**src/hdl/zfw_pkg.sv**
```systemverilog
// ----------------------------------------------------------------------------
// zfw_pkg
// Shared types and constants for the Zstandard frame walker: transaction
// payloads, walker phases, event codes and the walker state record.
// ----------------------------------------------------------------------------
`default_nettype none

package zfw_pkg;

	// Frame magic numbers
	localparam logic [31:0] DATA_MAGIC      = 32'hFD2FB528;
	localparam logic [31:0] SKIP_MAGIC_BASE = 32'h184D2A50;
	localparam logic [31:0] SKIP_MAGIC_MASK = 32'hFFFFFFF0;

	// Field lengths in bytes
	localparam logic [3:0] MAGIC_BYTES    = 4'd4;
	localparam logic [3:0] BLKHDR_BYTES   = 4'd3;
	localparam logic [3:0] CHECKSUM_BYTES = 4'd4;
	localparam logic [3:0] SKIPLEN_BYTES  = 4'd4;

	// Window size = (8 + mantissa) << (WINDOW_SHIFT_BASE + exponent)
	localparam logic [5:0] WINDOW_SHIFT_BASE = 6'd7;

	// Block type carrying a single content byte
	localparam logic [1:0] BLK_RLE = 2'd1;

	// Two-byte content size is offset by this amount
	localparam logic [63:0] FCS2_OFFSET = 64'd256;

	// Walker phase; doubles as the byte role on the result
	typedef enum logic [3:0] {
		PH_MAGIC    = 4'd0,
		PH_DESC     = 4'd1,
		PH_WINDOW   = 4'd2,
		PH_DICT     = 4'd3,
		PH_FCS      = 4'd4,
		PH_BLKHDR   = 4'd5,
		PH_BLKDATA  = 4'd6,
		PH_CHECKSUM = 4'd7,
		PH_SKIPLEN  = 4'd8,
		PH_SKIPDATA = 4'd9,
		PH_ERROR    = 4'd10
	} phase_t;

	// Event reported with each byte
	typedef enum logic [3:0] {
		EV_NONE        = 4'd0,
		EV_FRAME_START = 4'd1,
		EV_WINDOW      = 4'd2,
		EV_DICT        = 4'd3,
		EV_FCS         = 4'd4,
		EV_BLOCK       = 4'd5,
		EV_FRAME_END   = 4'd6,
		EV_SKIP_END    = 4'd7,
		EV_BAD_MAGIC   = 4'd8,
		EV_TRUNCATED   = 4'd9
	} event_t;

	// Input transaction
	typedef struct packed {
		logic [7:0] byte_value;
		logic       stream_end;
	} byte_item_t;

	// Result transaction
	typedef struct packed {
		logic [3:0]  byte_role;
		logic [3:0]  event_res;
		logic [63:0] field_value;
		logic [1:0]  block_kind;
		logic        block_is_last;
		logic        has_checksum;
		logic [31:0] frames_seen;
		logic [31:0] blocks_seen;
	} res_item_t;

	// Walker state carried from byte to byte
	typedef struct packed {
		phase_t      phase;
		logic [3:0]  idx;
		logic [63:0] acc;
		logic [31:0] skip;
		logic [1:0]  dict_code;
		logic        chk;
		logic        single_seg;
		logic [3:0]  cs_bytes;
		logic        last_blk;
		logic [31:0] frames;
		logic [31:0] blocks;
	} walk_state_t;

	localparam walk_state_t WALK_RESET = '{
		phase:      PH_MAGIC,
		idx:        4'd0,
		acc:        64'd0,
		skip:       32'd0,
		dict_code:  2'd0,
		chk:        1'b0,
		single_seg: 1'b0,
		cs_bytes:   4'd0,
		last_blk:   1'b0,
		frames:     32'd0,
		blocks:     32'd0
	};

endpackage

`default_nettype wire

```
**src/hdl/zfw_step.sv**
```systemverilog
// ----------------------------------------------------------------------------
// zfw_step
// Per-byte walker update: from the current state and one stream byte,
// produces the next state and the result transaction.
// ----------------------------------------------------------------------------
`default_nettype none

module zfw_step (
	input  wire zfw_pkg::walk_state_t cur,
	input  wire zfw_pkg::byte_item_t  item,
	output zfw_pkg::walk_state_t      nxt,
	output zfw_pkg::res_item_t        res
);

	// First optional header field after the one just finished
	function automatic zfw_pkg::phase_t next_hdr(
		input zfw_pkg::phase_t done,
		input logic            ss,
		input logic [1:0]      dc,
		input logic [3:0]      csb
	);
		zfw_pkg::phase_t p;
		priority if (done < zfw_pkg::PH_WINDOW && !ss)
			p = zfw_pkg::PH_WINDOW;
		else if (done < zfw_pkg::PH_DICT && dc != 2'd0)
			p = zfw_pkg::PH_DICT;
		else if (done < zfw_pkg::PH_FCS && csb != 4'd0)
			p = zfw_pkg::PH_FCS;
		else
			p = zfw_pkg::PH_BLKHDR;
		return p;
	endfunction

	function automatic logic [31:0] sat_inc(input logic [31:0] v);
		return (v == '1) ? v : v + 32'd1;
	endfunction

	logic [7:0]        b;
	logic [63:0]       acc_col;
	logic [3:0]        idx_inc;
	logic [31:0]       skip_dec;
	logic [31:0]       magic;
	logic [28:0]       blk_len;
	logic [1:0]        blk_type;
	logic [3:0]        want_dict;
	logic [3:0]        csb_new;
	logic              eob;
	zfw_pkg::phase_t   role;
	zfw_pkg::event_t   ev;
	logic [63:0]       val;
	logic [1:0]        kind;
	logic              last;

	assign b        = item.byte_value;
	assign acc_col  = cur.acc | ({56'd0, b} << {cur.idx[2:0], 3'b000});
	assign idx_inc  = cur.idx + 4'd1;
	assign skip_dec = (cur.skip != 32'd0) ? cur.skip - 32'd1 : cur.skip;
	assign magic    = acc_col[31:0];
	assign blk_len  = acc_col[31:3];
	assign blk_type = acc_col[2:1];

	// Dictionary id length from its size code
	always_comb begin
		unique case (cur.dict_code)
			2'd1:    want_dict = 4'd1;
			2'd2:    want_dict = 4'd2;
			2'd3:    want_dict = 4'd4;
			default: want_dict = 4'd8;
		endcase
	end

	// Content size length from the descriptor byte
	always_comb begin
		unique case (b[7:6])
			2'd0:    csb_new = b[5] ? 4'd1 : 4'd0;
			2'd1:    csb_new = 4'd2;
			2'd2:    csb_new = 4'd4;
			default: csb_new = 4'd8;
		endcase
	end

	// Phase update
	always_comb begin
		nxt  = cur;
		role = cur.phase;
		ev   = zfw_pkg::EV_NONE;
		val  = 64'd0;
		kind = 2'd0;
		last = 1'b0;
		eob  = 1'b0;

		unique case (cur.phase)
			zfw_pkg::PH_MAGIC: begin
				if (idx_inc >= zfw_pkg::MAGIC_BYTES) begin
					nxt.idx = 4'd0;
					nxt.acc = 64'd0;
					val     = {32'd0, magic};
					if (magic == zfw_pkg::DATA_MAGIC ||
					    (magic & zfw_pkg::SKIP_MAGIC_MASK) == zfw_pkg::SKIP_MAGIC_BASE) begin
						ev         = zfw_pkg::EV_FRAME_START;
						nxt.frames = sat_inc(cur.frames);
						nxt.chk    = 1'b0;
						nxt.phase  = (magic == zfw_pkg::DATA_MAGIC) ?
							zfw_pkg::PH_DESC : zfw_pkg::PH_SKIPLEN;
					end else begin
						ev        = zfw_pkg::EV_BAD_MAGIC;
						nxt.phase = zfw_pkg::PH_ERROR;
					end
				end else begin
					nxt.idx = idx_inc;
					nxt.acc = acc_col;
				end
			end
			zfw_pkg::PH_DESC: begin
				nxt.dict_code  = b[1:0];
				nxt.chk        = b[2];
				nxt.single_seg = b[5];
				nxt.cs_bytes   = csb_new;
				nxt.idx        = 4'd0;
				nxt.acc        = 64'd0;
				nxt.phase      = next_hdr(zfw_pkg::PH_DESC, b[5], b[1:0], csb_new);
			end
			zfw_pkg::PH_WINDOW: begin
				val = {60'd0, 1'b1, b[2:0]} << ({1'b0, b[7:3]} + zfw_pkg::WINDOW_SHIFT_BASE);
				ev  = zfw_pkg::EV_WINDOW;
				nxt.idx   = 4'd0;
				nxt.acc   = 64'd0;
				nxt.phase = next_hdr(zfw_pkg::PH_WINDOW, cur.single_seg, cur.dict_code,
					cur.cs_bytes);
			end
			zfw_pkg::PH_DICT: begin
				if (idx_inc >= want_dict) begin
					val       = acc_col;
					ev        = zfw_pkg::EV_DICT;
					nxt.idx   = 4'd0;
					nxt.acc   = 64'd0;
					nxt.phase = next_hdr(zfw_pkg::PH_DICT, cur.single_seg, cur.dict_code,
						cur.cs_bytes);
				end else begin
					nxt.idx = idx_inc;
					nxt.acc = acc_col;
				end
			end
			zfw_pkg::PH_FCS: begin
				if (idx_inc >= cur.cs_bytes) begin
					val = acc_col + ((cur.cs_bytes == 4'd2) ? zfw_pkg::FCS2_OFFSET : 64'd0);
					ev        = zfw_pkg::EV_FCS;
					nxt.idx   = 4'd0;
					nxt.acc   = 64'd0;
					nxt.phase = zfw_pkg::PH_BLKHDR;
				end else begin
					nxt.idx = idx_inc;
					nxt.acc = acc_col;
				end
			end
			zfw_pkg::PH_BLKHDR: begin
				if (idx_inc >= zfw_pkg::BLKHDR_BYTES) begin
					last         = acc_col[0];
					kind         = blk_type;
					val          = {35'd0, blk_len};
					ev           = zfw_pkg::EV_BLOCK;
					nxt.blocks   = sat_inc(cur.blocks);
					nxt.last_blk = acc_col[0];
					nxt.skip     = (blk_type == zfw_pkg::BLK_RLE) ? 32'd1 : {3'd0, blk_len};
					nxt.idx      = 4'd0;
					nxt.acc      = 64'd0;
					if (nxt.skip != 32'd0)
						nxt.phase = zfw_pkg::PH_BLKDATA;
					else
						eob = 1'b1;
				end else begin
					nxt.idx = idx_inc;
					nxt.acc = acc_col;
				end
			end
			zfw_pkg::PH_BLKDATA: begin
				nxt.skip = skip_dec;
				if (skip_dec == 32'd0)
					eob = 1'b1;
			end
			zfw_pkg::PH_CHECKSUM: begin
				nxt.idx = idx_inc;
				if (idx_inc >= zfw_pkg::CHECKSUM_BYTES) begin
					nxt.idx   = 4'd0;
					nxt.acc   = 64'd0;
					ev        = zfw_pkg::EV_FRAME_END;
					nxt.phase = zfw_pkg::PH_MAGIC;
				end
			end
			zfw_pkg::PH_SKIPLEN: begin
				if (idx_inc >= zfw_pkg::SKIPLEN_BYTES) begin
					nxt.skip = acc_col[31:0];
					nxt.idx  = 4'd0;
					nxt.acc  = 64'd0;
					if (acc_col[31:0] == 32'd0) begin
						ev        = zfw_pkg::EV_SKIP_END;
						nxt.phase = zfw_pkg::PH_MAGIC;
					end else begin
						nxt.phase = zfw_pkg::PH_SKIPDATA;
					end
				end else begin
					nxt.idx = idx_inc;
					nxt.acc = acc_col;
				end
			end
			zfw_pkg::PH_SKIPDATA: begin
				nxt.skip = skip_dec;
				if (skip_dec == 32'd0) begin
					ev        = zfw_pkg::EV_SKIP_END;
					nxt.phase = zfw_pkg::PH_MAGIC;
				end
			end
			default: begin
				// error phase and unused codes: sticky error
				role      = zfw_pkg::PH_ERROR;
				nxt.phase = zfw_pkg::PH_ERROR;
			end
		endcase

		// End of a block: next header, checksum or end of frame
		if (eob) begin
			nxt.idx = 4'd0;
			nxt.acc = 64'd0;
			priority if (!nxt.last_blk) begin
				nxt.phase = zfw_pkg::PH_BLKHDR;
			end else if (nxt.chk) begin
				nxt.phase = zfw_pkg::PH_CHECKSUM;
			end else begin
				ev        = zfw_pkg::EV_FRAME_END;
				nxt.phase = zfw_pkg::PH_MAGIC;
			end
		end

		// Stream ends inside a frame or a partial magic
		if (item.stream_end && nxt.phase != zfw_pkg::PH_ERROR &&
		    (nxt.phase != zfw_pkg::PH_MAGIC || nxt.idx != 4'd0)) begin
			ev        = zfw_pkg::EV_TRUNCATED;
			val       = 64'd0;
			nxt.phase = zfw_pkg::PH_ERROR;
		end
	end

	// Result transaction
	always_comb begin
		res.byte_role     = role;
		res.event_res     = ev;
		res.field_value   = val;
		res.block_kind    = kind;
		res.block_is_last = last;
		res.has_checksum  = nxt.chk;
		res.frames_seen   = nxt.frames;
		res.blocks_seen   = nxt.blocks;
	end

endmodule

`default_nettype wire

```
**src/hdl/zstd_frame_walker_core.sv**
```systemverilog
// ----------------------------------------------------------------------------
// zstd_frame_walker_core
// Zstandard frame and block header walker, one stream byte per transaction.
// ----------------------------------------------------------------------------
// Takes one byte of a compressed stream per cycle unless the result is
// stalled and returns one result per byte: its role in the framing, any
// decoded header event with its value, the block fields, the checksum flag
// and saturating frame and block counts. An accepted byte sits in the input
// register; once the result register is free, the walker state is updated
// and the result register is loaded from that byte. The rate is set by the
// walker state register, which is updated once per byte by a single short
// step. A stalled result holds the input register, which then stalls the input.
// A bad magic number or a stream that ends inside a frame stops the walker
// until reset; every later byte reports the after-error role.
`default_nettype none

module zstd_frame_walker_core (
	input  wire                    clk,
	input  wire                    arst_n,
	input  wire                    byte_valid,
	output logic                   byte_stall,
	input  wire zfw_pkg::byte_item_t byte_item,
	output logic                   res_valid,
	input  wire                    res_stall,
	output zfw_pkg::res_item_t     res_item
);

	logic                 valid_s1;
	zfw_pkg::byte_item_t  item_s1;
	zfw_pkg::walk_state_t state_q;
	zfw_pkg::walk_state_t state_nxt;
	zfw_pkg::res_item_t   res_nxt;
	logic                 res_valid_q;
	zfw_pkg::res_item_t   res_q;
	logic                 adv_s1;
	logic                 take_in;

	// Handshake: input register moves when the result register is free
	assign adv_s1     = valid_s1 && (!res_valid_q || !res_stall);
	assign byte_stall = valid_s1 && res_valid_q && res_stall;
	assign take_in    = byte_valid && !byte_stall;

	assign res_valid = res_valid_q;
	assign res_item  = res_q;

	zfw_step u_step (
		.cur  (state_q),
		.item (item_s1),
		.nxt  (state_nxt),
		.res  (res_nxt)
	);

	// Control and walker state
	always_ff @(posedge clk or negedge arst_n) begin
		if (!arst_n) begin
			valid_s1    <= 1'b0;
			res_valid_q <= 1'b0;
			state_q     <= zfw_pkg::WALK_RESET;
		end else begin
			if (take_in)
				valid_s1 <= 1'b1;
			else if (adv_s1)
				valid_s1 <= 1'b0;

			if (adv_s1)
				res_valid_q <= 1'b1;
			else if (!res_stall)
				res_valid_q <= 1'b0;

			if (adv_s1)
				state_q <= state_nxt;
		end
	end

	// Payload registers
	always_ff @(posedge clk) begin
		if (take_in)
			item_s1 <= byte_item;
		if (adv_s1)
			res_q <= res_nxt;
	end

endmodule

`default_nettype wire
```
**config.mk**
```make
export PLATFORM = sky130hd
export DESIGN_NAME = zstd_frame_walker_core
export DESIGN_NICKNAME = d
export VERILOG_FILES = /design/src/hdl/zfw_pkg.sv /design/src/hdl/zfw_step.sv /design/src/hdl/zstd_frame_walker_core.sv
export SDC_FILE = /design/constraint.sdc
export NUM_CORES = 1
export LEC_CHECK = 0
export BUFFER_PORTS_ARGS = -buffer_cell sky130_fd_sc_hd__buf_2
export CORE_ASPECT_RATIO = 1.75
export CORE_MARGIN = 2
export CORE_UTILIZATION = 30
export DETAILED_ROUTE_END_ITERATION = 6
export PLACE_DENSITY = 0.58
export SLEW_MARGIN = 20
export SYNTH_ARGS = -nofsm -noshare
export SYNTH_HDL_FRONTEND = slang
export SYNTH_SLANG_ARGS = --single-unit
```
**constraint.sdc**
```tcl
create_clock -name clk -period 7.3 [get_ports clk]
set_input_delay 1.095 -clock clk [delete_from_list [all_inputs] [get_ports clk]]
set_output_delay 1.095 -clock clk [all_outputs]
set_load 0.01 [all_outputs]
```
==> run metrics, run 1 <==
post-synth top area cell edfxtp_1; Root Driver clkbuf_16; Max-slew headroom between 10% and 20%; met3 wire length 3330 um; worst vdd ir 0.204 mV; top_reg_cell synth dfrtp_1; WL per Instance 23.6 um; Static Leak 8.43 nW; min-delay src state_q[66]; die area 0.0648 mm^2; f_max 165 MHz; CTS max path bufs 3; GRT Total Usage a little over a fifth; CTS Buf Count 31; register area share after synthesis roughly 47%; HP Class reg2reg; Area Overhead vs Synth 13.8%; Comb pwr share 43.0%; Max Slew Vio Count 0; post-CTS sizing 0; status finished, final reports clean; reg2reg start state_q[169]; Initial Utilization roughly 30%; Final setup viols 0; CP Launch Type flip-flop; RSZ-0062 raised after global routing false; # fillers about 6400; Final #Nets 2177; crit-path max FO 30; number of synthesized flops with an enable pin approximately 150; TritonCTS clock tree built; first-pass GRT wire length ~110000 um; clock skew between 0.01 and 0.015 ns; distinct cell type count after synthesis 95; Core Box Area 0.0621 mm^2; pin count of the biggest net entering global routing 134; Final min period between 6 and 7 ns; MaxCap Viol Count 0; DRT met1 WL roughly 25000 um; vias in the first global route roughly 17000; htree depth 1; CTS hold repair buffers 0; vias about 17000; crit path DAT between 6 and 7 ns; Multi-input gate area between 0.009 and 0.01 mm^2; Fin. Hold Viols 0; Seq pwr share 34.0%; switch share a little under half; Die X-Extent a little under 200 um; DRT antenna net count 0; routed vias/inst approximately 5.6; Die Ht ~340 um; worst-margin pin slew 1.19 ns; Post-Syn Instances 2042; DP Area a little over 0.02 mm^2; top-area cell type share of the netlist area a little under a quarter; GP Congestion between 0.9 and 1; commonest non-fill, non-tap cell in the layout nor2_1; Crit. End Element flip-flop; design area between 0.02 and 0.025 mm^2; worst path required time a little under 8 ns; FFs w/ async S/R, synth 54.4%; period utilization 83.2%; Psw approximately 3.2 mW; synthesis-stage register bit count approximately 330; YS warnings 0; Worst-path clk slew ~0.07 ns; beginning of the critical path state_q[169]; CP Class reg2reg; commonest non-fill, non-tap cells in the layout 254 x nor2_1, 188 x a21oi_1, 178 x dfrtp_1, 172 x nand2_1, 153 x buf_2; clock latency on the worst-skew pair around 0.62 ns; Mapped Avg Cell Area about 9.2 um^2; WL met2 between 30000 and 40000 um; post-synth design cell area 0.0188 mm^2; uppermost routed layer met4; WL final ~70000 um; layout cells sized above 1 ~15%; Setup TNS 0 ns; DRC Markers 0; row count roughly 120; TritonCTS Sinks 327; main area contributors after synthesis edfxtp_1 24%, dfrtp_1 24%, nor2_1 5.1%; number of DRC markers in iteration 0 ~1300; initial antenna violation count 0; pwr dens 328 mW/mm^2; Pint slightly below 4 mW; Port-buffer cells between 150 and 200; Clk pwr share between 20% and 30%; Top Ports roughly 160; setup bufs post-CTS 0; Antenna diodes 0; Sequential Area between 0.008 and 0.009 mm^2; global route overflow 0; DP Wirelength around 51000 um; Pre-Repair DR Iteration Count 6; syn_nets 2072
[layer usage]
layer / track usage [%] / vias to the layer above
met5: 0 / -
met4: 15.0 / 0
met3: 2.38 / 218
met2: 39.0 / 658
met1: 22.2 / 8188
li1: - / 7698
[synth_stat cells, types with 24 or more instances]
| library cell | n |
|---|---|
| nor2_1 | 255 |
| a21oi_1 | 188 |
| dfrtp_1 | 178 |
| nand2_1 | 172 |
| edfxtp_1 | 149 |
| nor3_1 | 125 |
| o21ai_0 | 105 |
| xnor2_1 | 103 |
| clkbuf_1 | 92 |
| xor2_1 | 66 |
| nand3_1 | 47 |
| o22ai_1 | 44 |
| inv_1 | 42 |
| nor4_1 | 35 |
| nand4_1 | 31 |
| a221oi_1 | 28 |
| a31oi_1 | 27 |
| buf_2 | 24 |
[power groups by stage]
stage	combinational [mW]	clock, mW	sequential, mW
after global placement	2.95	0	2.41
after global routing	3.24	1.72	2.41
after floorplan	2.05	0	2.31
after CTS	2.97	1.67	2.38
after detailed placement	2.96	0	2.41
final	3.02	1.61	2.38
[metrics by stage]
stage | total power [mW] | hold WS [ns] | setup slack [ns] | instances | utilization (%)
CTS | 7.02 | 0.495 | 1.38 | 2971 | 34.5
global route | 7.37 | 0.527 | 0.997 | 2971 | 34.5
floorplan | 4.36 | 0.450 | 0.710 | 2042 | -
detailed placement | 5.38 | 0.480 | 1.43 | 2913 | 32.9
finish | 7.02 | 0.490 | 1.23 | 2971 | 34.5
global placement | 5.36 | 0.465 | 1.44 | 2913 | 32.9
[flip-flops by register name, summed over array words and instances, names as in the netlist]
| name | cells |
|---|---|
| item_s1 | 9 |
| valid_s1 | 1 |
| state_q | 176 |
| res_item | 140 |
| res_valid | 1 |
[path summary, 6_finish.rpt]
check / end / cells after the start / slack (ns)
worst max register to register: res_item[81] / 12 / 1.23
worst max-delay path: res_item[81] / 12 / 1.23
min in group asynchronous: state_q[83] / 1 / 0.57
worst min register to register: state_q[66] / 2 / 0.49
max in group asynchronous: state_q[150] / 2 / 5.40
worst min-delay path: state_q[66] / 2 / 0.49
[cell families after synthesis]
logic type      Yosys count  synth area share [%]
fa+ha+maj                17                  1.13
flops                   327                  47.5
simple gates            835                  22.2
xor+xnor                169                  7.87
compound gates          513                  17.0
buf+inv                 173                  3.85
mux                       8                 0.459
[cell type report]
type | count | share of cell area (%)
Clock inverter | 19 | 0.789
Multi-Input combinational cell | 1542 | 42.9
Tap cell | 799 | 4.67
Timing Repair Buffer | 202 | 5.33
Inverter | 43 | 0.789
Clock buffer | 39 | 3.81
Sequential cell | 327 | 41.7
[worst max-delay path, cell delays in order, from the launching register on]
cell	delay (ns)
dfrtp_1	0.94
nor2b_1	0.96
a21oi_1	0.26
nor4_1	0.86
nand4_1	0.40
o22ai_4	0.45
a21oi_1	0.18
nor3_2	0.21
o21ai_0	0.20
o211ai_1	0.18
nand3_2	0.57
buf_4	0.43
a21oi_1	0.18
No activity file was read; power rests on OpenSTA's default activity.
==> run 2, diff against run 1 <==
clock period = 6.2 ns   (was 7.3 ns; I/O delays follow)
==> run 2 against run 1 <==
Against the previous run:
- the flow now finishes with violations (design-rule violations)
- clock-buffer cell count rose by 3
- global-route usage down 0.14 points
- cell count up 0.57%
- hold slack better by 0.0096 ns
- core utilization rose by 0.46 points
- clock power rose by 35%
- total power rose by 22%
- clock skew grew 0.00066 ns
- worst setup slack lost 0.32 ns
- non-clock buffer count is 12 higher
- highest routed layer unchanged
==> run metrics, run 2 (synthesis gave the netlist of run 1 again) <==
WL final 69500 um (-0.86%); Crit-path slowest cell nor2b_1; global route overflow 0 (unchanged); crit-path max FO 66 (+120%); Final #Nets 2192 (+0.69%); GP Congestion 0.994 (about the same); period utilization 85.3% (+2.1 points); initial antenna violation count 1 (+1); crit-path cells nor2b_1 > a21oi_1 > buf_4 > or4_1 > or4_4 > o22ai_4 > a21oi_1 > nor3_2 > o21ai_0 > o211ai_1 > nand3_2 > buf_4 > a31oi_1; vias 16800 (-0.0060%); failing checks design-rule violations; Port-buffer cells 154 (unchanged); CP Launch Type flip-flop; Max Slew Vio Count 0 (unchanged); CTS hold repair buffers 0 (unchanged); RSZ-0062 raised after global routing false; TritonCTS Sinks 327 (unchanged); clock latency on the worst-skew pair 0.55 ns (-0.07 ns); DRC Markers 2 (+2); htree depth 2 (+1); Final min period 5.29 ns (-0.784 ns); Die X-Extent 193 um (unchanged); commonest non-fill, non-tap cells in the layout 254 x nor2_1, 188 x a21oi_1, 178 x dfrtp_1, 172 x nand2_1, 153 x buf_2; commonest non-fill, non-tap cell in the layout nor2_1; Crit. End Element flip-flop; CTS max path bufs 3 (unchanged); Core Box Area 0.0621 mm^2 (unchanged); Multi-input gate area 0.00919 mm^2 (about the same); TritonCTS clock tree built; slowest stage delay, CP 0.89 ns (-0.07 ns); Max-slew headroom 31.7% (+12 points); Fin. Hold Viols 0 (unchanged); post-CTS sizing 0 (unchanged); GRT busiest layer met2; layout cells sized above 1 15.3% (+0.62 points); Sequential Area 0.00893 mm^2 (unchanged); clock skew 0.0144 ns (+0.000662 ns); Final setup viols 0 (unchanged); met2 GRT Util 37.9% (-1.1 points); WL per Instance 23.2 um (-1.4%); pin count of the biggest net entering global routing 126 (-6.0%); Static Leak 8.59 nW (+1.9%); M1 GR Usage 21.4% (-0.86 points); Setup TNS 0 ns (unchanged); routed vias/inst 5.61 (-0.57%); Root Driver clkbuf_16; Top Ports 155 (unchanged); Area Overhead vs Synth 15.3%; MaxCap Viol Count 0 (unchanged); R2R cell count 13 (+1); row count 121 (unchanged); CP Class reg2reg; GRT Total Usage 21.0% (-0.14 points); Pre-Repair DR Iteration Count 7 (+1); Die Ht 335 um (unchanged); die area 0.0648 mm^2 (unchanged); DRT antenna net count 0 (unchanged); worst path required time 6.58 ns (-1.17 ns); CTS Buf Count 34 (+9.7%); setup bufs post-CTS 0 (unchanged); max reg flops 176 (unchanged); f_max 189 MHz (+15%); met3 Usage GRT 3.14% (+0.76 points); status finished, violations left; worst-margin pin slew 1.01 ns (-0.175 ns); Worst Hold Depth 1 (-1); Worst-path clk slew 0.07 ns (about the same); HP Class reg2reg; pwr dens 395 mW/mm^2 (+20%); DP Wirelength 50800 um (-0.92%); worst vdd ir 0.314 mV (+54%); Power, Total 8.56 mW (+22%); number of DRC markers in iteration 0 1314 (+5.0%); crit path DAT 5.67 ns (-0.85 ns); first-pass GRT wire length 105000 um (-0.81%); vias in the first global route 16800 (+1.1%); Initial Utilization 30.3% (unchanged); # fillers 6349 (-0.031%); Biggest register state_q
run 2: worst max-delay path: cells and delay by family, from the launching register on:
| family | cells | cell delay [ns] |
|---|---|---|
| buf+inv | 2 | 0.57 |
| compound gates | 6 | 1.42 |
| flops | 1 | 0.62 |
| simple gates | 5 | 2.43 |
run 2: area by class of cell:
class	instances	share of cell area, %
Timing Repair Buffer	214	5.78
Sequential cell	327	41.2
Clock buffer	42	4.20
Tap cell	799	4.61
Antenna cell	1	0.0115
Inverter	43	0.779
Clock inverter	20	1.09
Multi-Input combinational cell	1542	42.4
run 2: final timing paths:
kind,from,endpoint,slack [ns]
worst max register to register,state_q[169],res_item[92],0.91
max in group asynchronous,arst_n,state_q[132],4.45
worst max-delay path,state_q[169],res_item[92],0.91
worst min register to register,valid_s1,res_valid,0.50
worst min-delay path,valid_s1,res_valid,0.50
min in group asynchronous,arst_n,state_q[84],0.52
run 2: where the power goes:
part | internal (mW) | switching [mW]
registers | 2.50 | 0.289
logic | 1.08 | 2.52
clock network | 1.23 | 0.940
run 2: metrics by stage:
stage	hold slack [ns]	utilization [%]	instance area, um^2	setup WS, ns	cells
3_5_place_dp	0.482	33.1	20500	1.02	2925
4_1_cts	0.500	34.9	21700	1.00	2987
5_1_grt	0.525	34.9	21700	0.633	2988
3_3_place_gp	0.468	33.1	20500	1.16	2925
6_report	0.499	34.9	21700	0.913	2988
2_1_floorplan	0.450	-	18800	0.152	2042
run 2: layer usage:
layer	wire (um)	share of wire (%)	vias to the layer above
met1	23900	34	8112
met5	0	0	-
met4	6250	9.0	0
li1	-	-	7723
met3	3640	5.2	252
met2	35600	51	674
==> run 3, diff against run 2 <==
ABC_AREA = 1   (was unset)
==> run 3 against run 2 <==
Against the previous run:
- worst setup slack improved by 0.23 ns
- cell area increased by 8.7%
- hold slack got worse by 0.044 ns
- the run now ends clean
- cell count increased by 27%
- global-route usage increased by 4.8 points
- flip-flop and latch count unchanged
- core utilization decreased by 0.37 points
==> run metrics, run 3 <==
status finished, final reports clean; Worst-path clk slew 0.07 ns (about the same); Area Overhead vs Synth 14.7%; die area 0.0707 mm^2 (+9.1%); htree depth 2 (unchanged); Psw 1.46 mW (-61%); f_max 198 MHz (+4.5%); main area contributors after synthesis edfxtp_1 22%, dfrtp_1 22%, nand2_1 12%; period utilization 81.6% (-3.6 points); DRT antenna net count 0 (unchanged); placed cells 3732 (+28%); syn_nets 2748 (+33%); Buf/Inv on CP 3 (+1); synthesis-stage register bit count 327 (unchanged); number of synthesized flops with an enable pin 149 (unchanged); commonest non-fill, non-tap cell in the layout nand2_1; Root Driver clkbuf_16; Power, Total 5.18 mW (-40%); Comb pwr share 9.5% (-33 points); count leader, synth nand2_1; CTS Buf Count 35 (+2.9%); layout cells sized above 1 12.4% (-2.9 points); RSZ-0062 raised after global routing false; Antenna diodes 0 (-1); Static Leak 9.99 nW (+16%); Die Ht 350 um (+4.5%); CP Class reg2reg; GRT Total Usage 25.8% (+4.8 points); CP top delay family simple AND/OR/NAND/NOR gates; top-area cell type share of the netlist area 21.8% (-2.0 points); Die X-Extent 202 um (+4.4%); Initial Utilization 30.1% (-0.17 points); register area share after synthesis 43.5% (-4.0 points); crit-path max FO 42 (-36%); clock skew 0.0192 ns (+0.00488 ns); initial antenna violation count 2 (+1); Clk pwr share 41.9% (+17 points); CTS max path bufs 3 (unchanged); beginning of the critical path state_q[171]; WL per Instance 24.4 um (+4.8%); number of DRC markers in iteration 0 1766 (+34%); CP Launch Type flip-flop; reg2reg start state_q[171]; Fin. Hold Viols 0 (unchanged); TritonCTS clock tree built; Crit. End Element flip-flop; Core Box Area 0.0682 mm^2 (+9.8%); setup bufs post-CTS 0 (unchanged); Post-Layout Cell Count 3795 (+27%); Final #Nets 2896 (+32%); Port-buffer cells 154 (unchanged); pwr dens 220 mW/mm^2 (-44%); vias in the first global route 20200 (+20%); Final min period 5.06 ns (-0.226 ns); Max-slew headroom 26.3% (-5.4 points); row count 127 (+5.0%); Max Slew Vio Count 0 (unchanged); clock latency on the worst-skew pair 0.57 ns (+0.02 ns); largest family of logic cells by synthesized area simple AND/OR/NAND/NOR gates; post-synth design cell area 0.0205 mm^2 (+9.2%); post-synth top area cell edfxtp_1; YS warnings 0 (unchanged); Setup WS pre-CTS 1.26 ns (+0.239 ns); most frequent cells after synthesis 647 x nand2_1, 352 x nor2_1, 317 x inv_1; Biggest register state_q; Top Ports 155 (unchanged); simple logic cell fraction of the synthesized area 28.7% (+6.5 points); max reg flops 176 (unchanged); routed vias/inst 5.31 (-5.3%); Crit-path slowest cell dfrtp_1; Setup WS post-layout 1.14 ns (+0.226 ns); pin count of the biggest net entering global routing 169 (+34%); Final setup viols 0 (unchanged); XOR/XNOR share of the synthesized area 4.09% (-3.8 points); mux cell area share after synthesis 0.0548% (-0.40 points); commonest non-fill, non-tap cells in the layout 646 x nand2_1, 350 x nor2_1, 317 x inv_1, 178 x dfrtp_1, 175 x o21ai_0; Pint 3.72 mW (-23%); Setup TNS 0 ns (unchanged); TritonCTS Sinks 327 (unchanged); first-pass GRT wire length 134000 um (+28%); top_reg_cell synth dfrtp_1; WL final 92500 um (+33%); DRC Markers 0 (-2); crit-path cells inv_2 > buf_4 > nand3_1 > nand2_1 > ha_1 > ha_1 > inv_1 > nor3_2 > nand2_1 > nor2_2 > nand4_1 > nor3b_2 > nand3_1 > nor2_1 > xor2_1 > nor2_1 > o21a_1; switch share 28.1% (-16 points); Mapped Avg Cell Area 7.56 um^2 (-18%); distinct cell type count after synthesis 65 (-32%); complex-gate fraction of the synthesized area 14.0% (-3.0 points); Pre-Repair DR Iteration Count 6 (-1); Post-Synth Adder-Cell Area 1.04% (-0.095 points); GP Congestion 1.07 (+7.9%); crit path DAT 5.38 ns (-0.29 ns); Seq pwr share 48.6% (+16 points); worst-margin pin slew 1.09 ns (+0.0798 ns); worst vdd ir 0.175 mV (-44%); FFs w/ async S/R, synth 54.4% (unchanged); HP Class in2async; DP Wirelength 69300 um (+36%); worst path required time 6.52 ns (-0.06 ns); post-CTS sizing 0 (unchanged); CTS hold repair buffers 0 (unchanged); vias 20200 (+20%); Fin Hold WS 0.455 ns (-0.0442 ns); Post-Syn Instances 2718 (+33%); global route overflow 0 (unchanged); slowest stage delay, CP 0.67 ns (-0.22 ns); MaxCap Viol Count 0 (unchanged)
run 3: changes by cell type in the layout (fill, tap and decap cells not counted), moves of 23 or more:
cell     change
nor3_1      -55
nand4_1     +24
o21ai_0     +71
nor2_1      +96
nand3_1     +90
xor2_1      +23
a21oi_1     -85
xnor2_1     -96
inv_1      +276
o22ai_1     +27
nand2_1    +474
run 3: cell type report:
type	instances	area, um^2
Clock buffer	44	972
Timing Repair Buffer	209	1230
Fill cell	7341	44600
Clock inverter	19	158
Multi-Input combinational cell	1950	9840
Sequential cell	327	8930
Tap cell	903	1130
Inverter	343	1310
run 3: per-layer routing:
layer,GRT usage [%],vias to the layer above,wire length [um]
met5,0,-,13
li1,-,9339,-
met2,46.1,925,46100
met3,4.44,389,5530
met4,20.8,2,8810
met1,26.5,9502,32000
run 3: power groups by stage:
stage / registers (mW) / logic, mW / clock network [mW]
floorplan: 2.59 / 0.210 / 0
global placement: 2.56 / 0.490 / 0
detailed placement: 2.56 / 0.489 / 0
CTS: 2.52 / 0.493 / 2.21
global route: 2.53 / 0.540 / 2.28
finish: 2.52 / 0.494 / 2.17
run 3: worst paths after layout:
kind / endpoint / depth (start not counted) / slack (ns)
max in group asynchronous: state_q[50] / 2 / 4.70
max: res_item[118] / 17 / 1.14
max reg2reg: res_item[118] / 17 / 1.14
min: state_q[10] / 1 / 0.46
min reg2reg: res_valid / 2 / 0.51
min in group clk: res_valid / 2 / 0.51
run 3: logic make-up after synthesis:
group	count (synthesis)
flip-flops	327
multiplexers	1
buffers and inverters	441
adder cells (fa/ha/maj)	17
AO/OA/AOI/OAI	481
XOR/XNOR	96
AND/OR/NAND/NOR	1355
run 3: stage by stage:
| stage | area [um^2] | utilization [%] |
|---|---|---|
| 2_1_floorplan | 20500 | - |
| 3_3_place_gp | 22400 | 32.9 |
| 3_5_place_dp | 22400 | 32.9 |
| 4_1_cts | 23600 | 34.6 |
| 5_1_grt | 23600 | 34.6 |
| 6_report | 23600 | 34.6 |
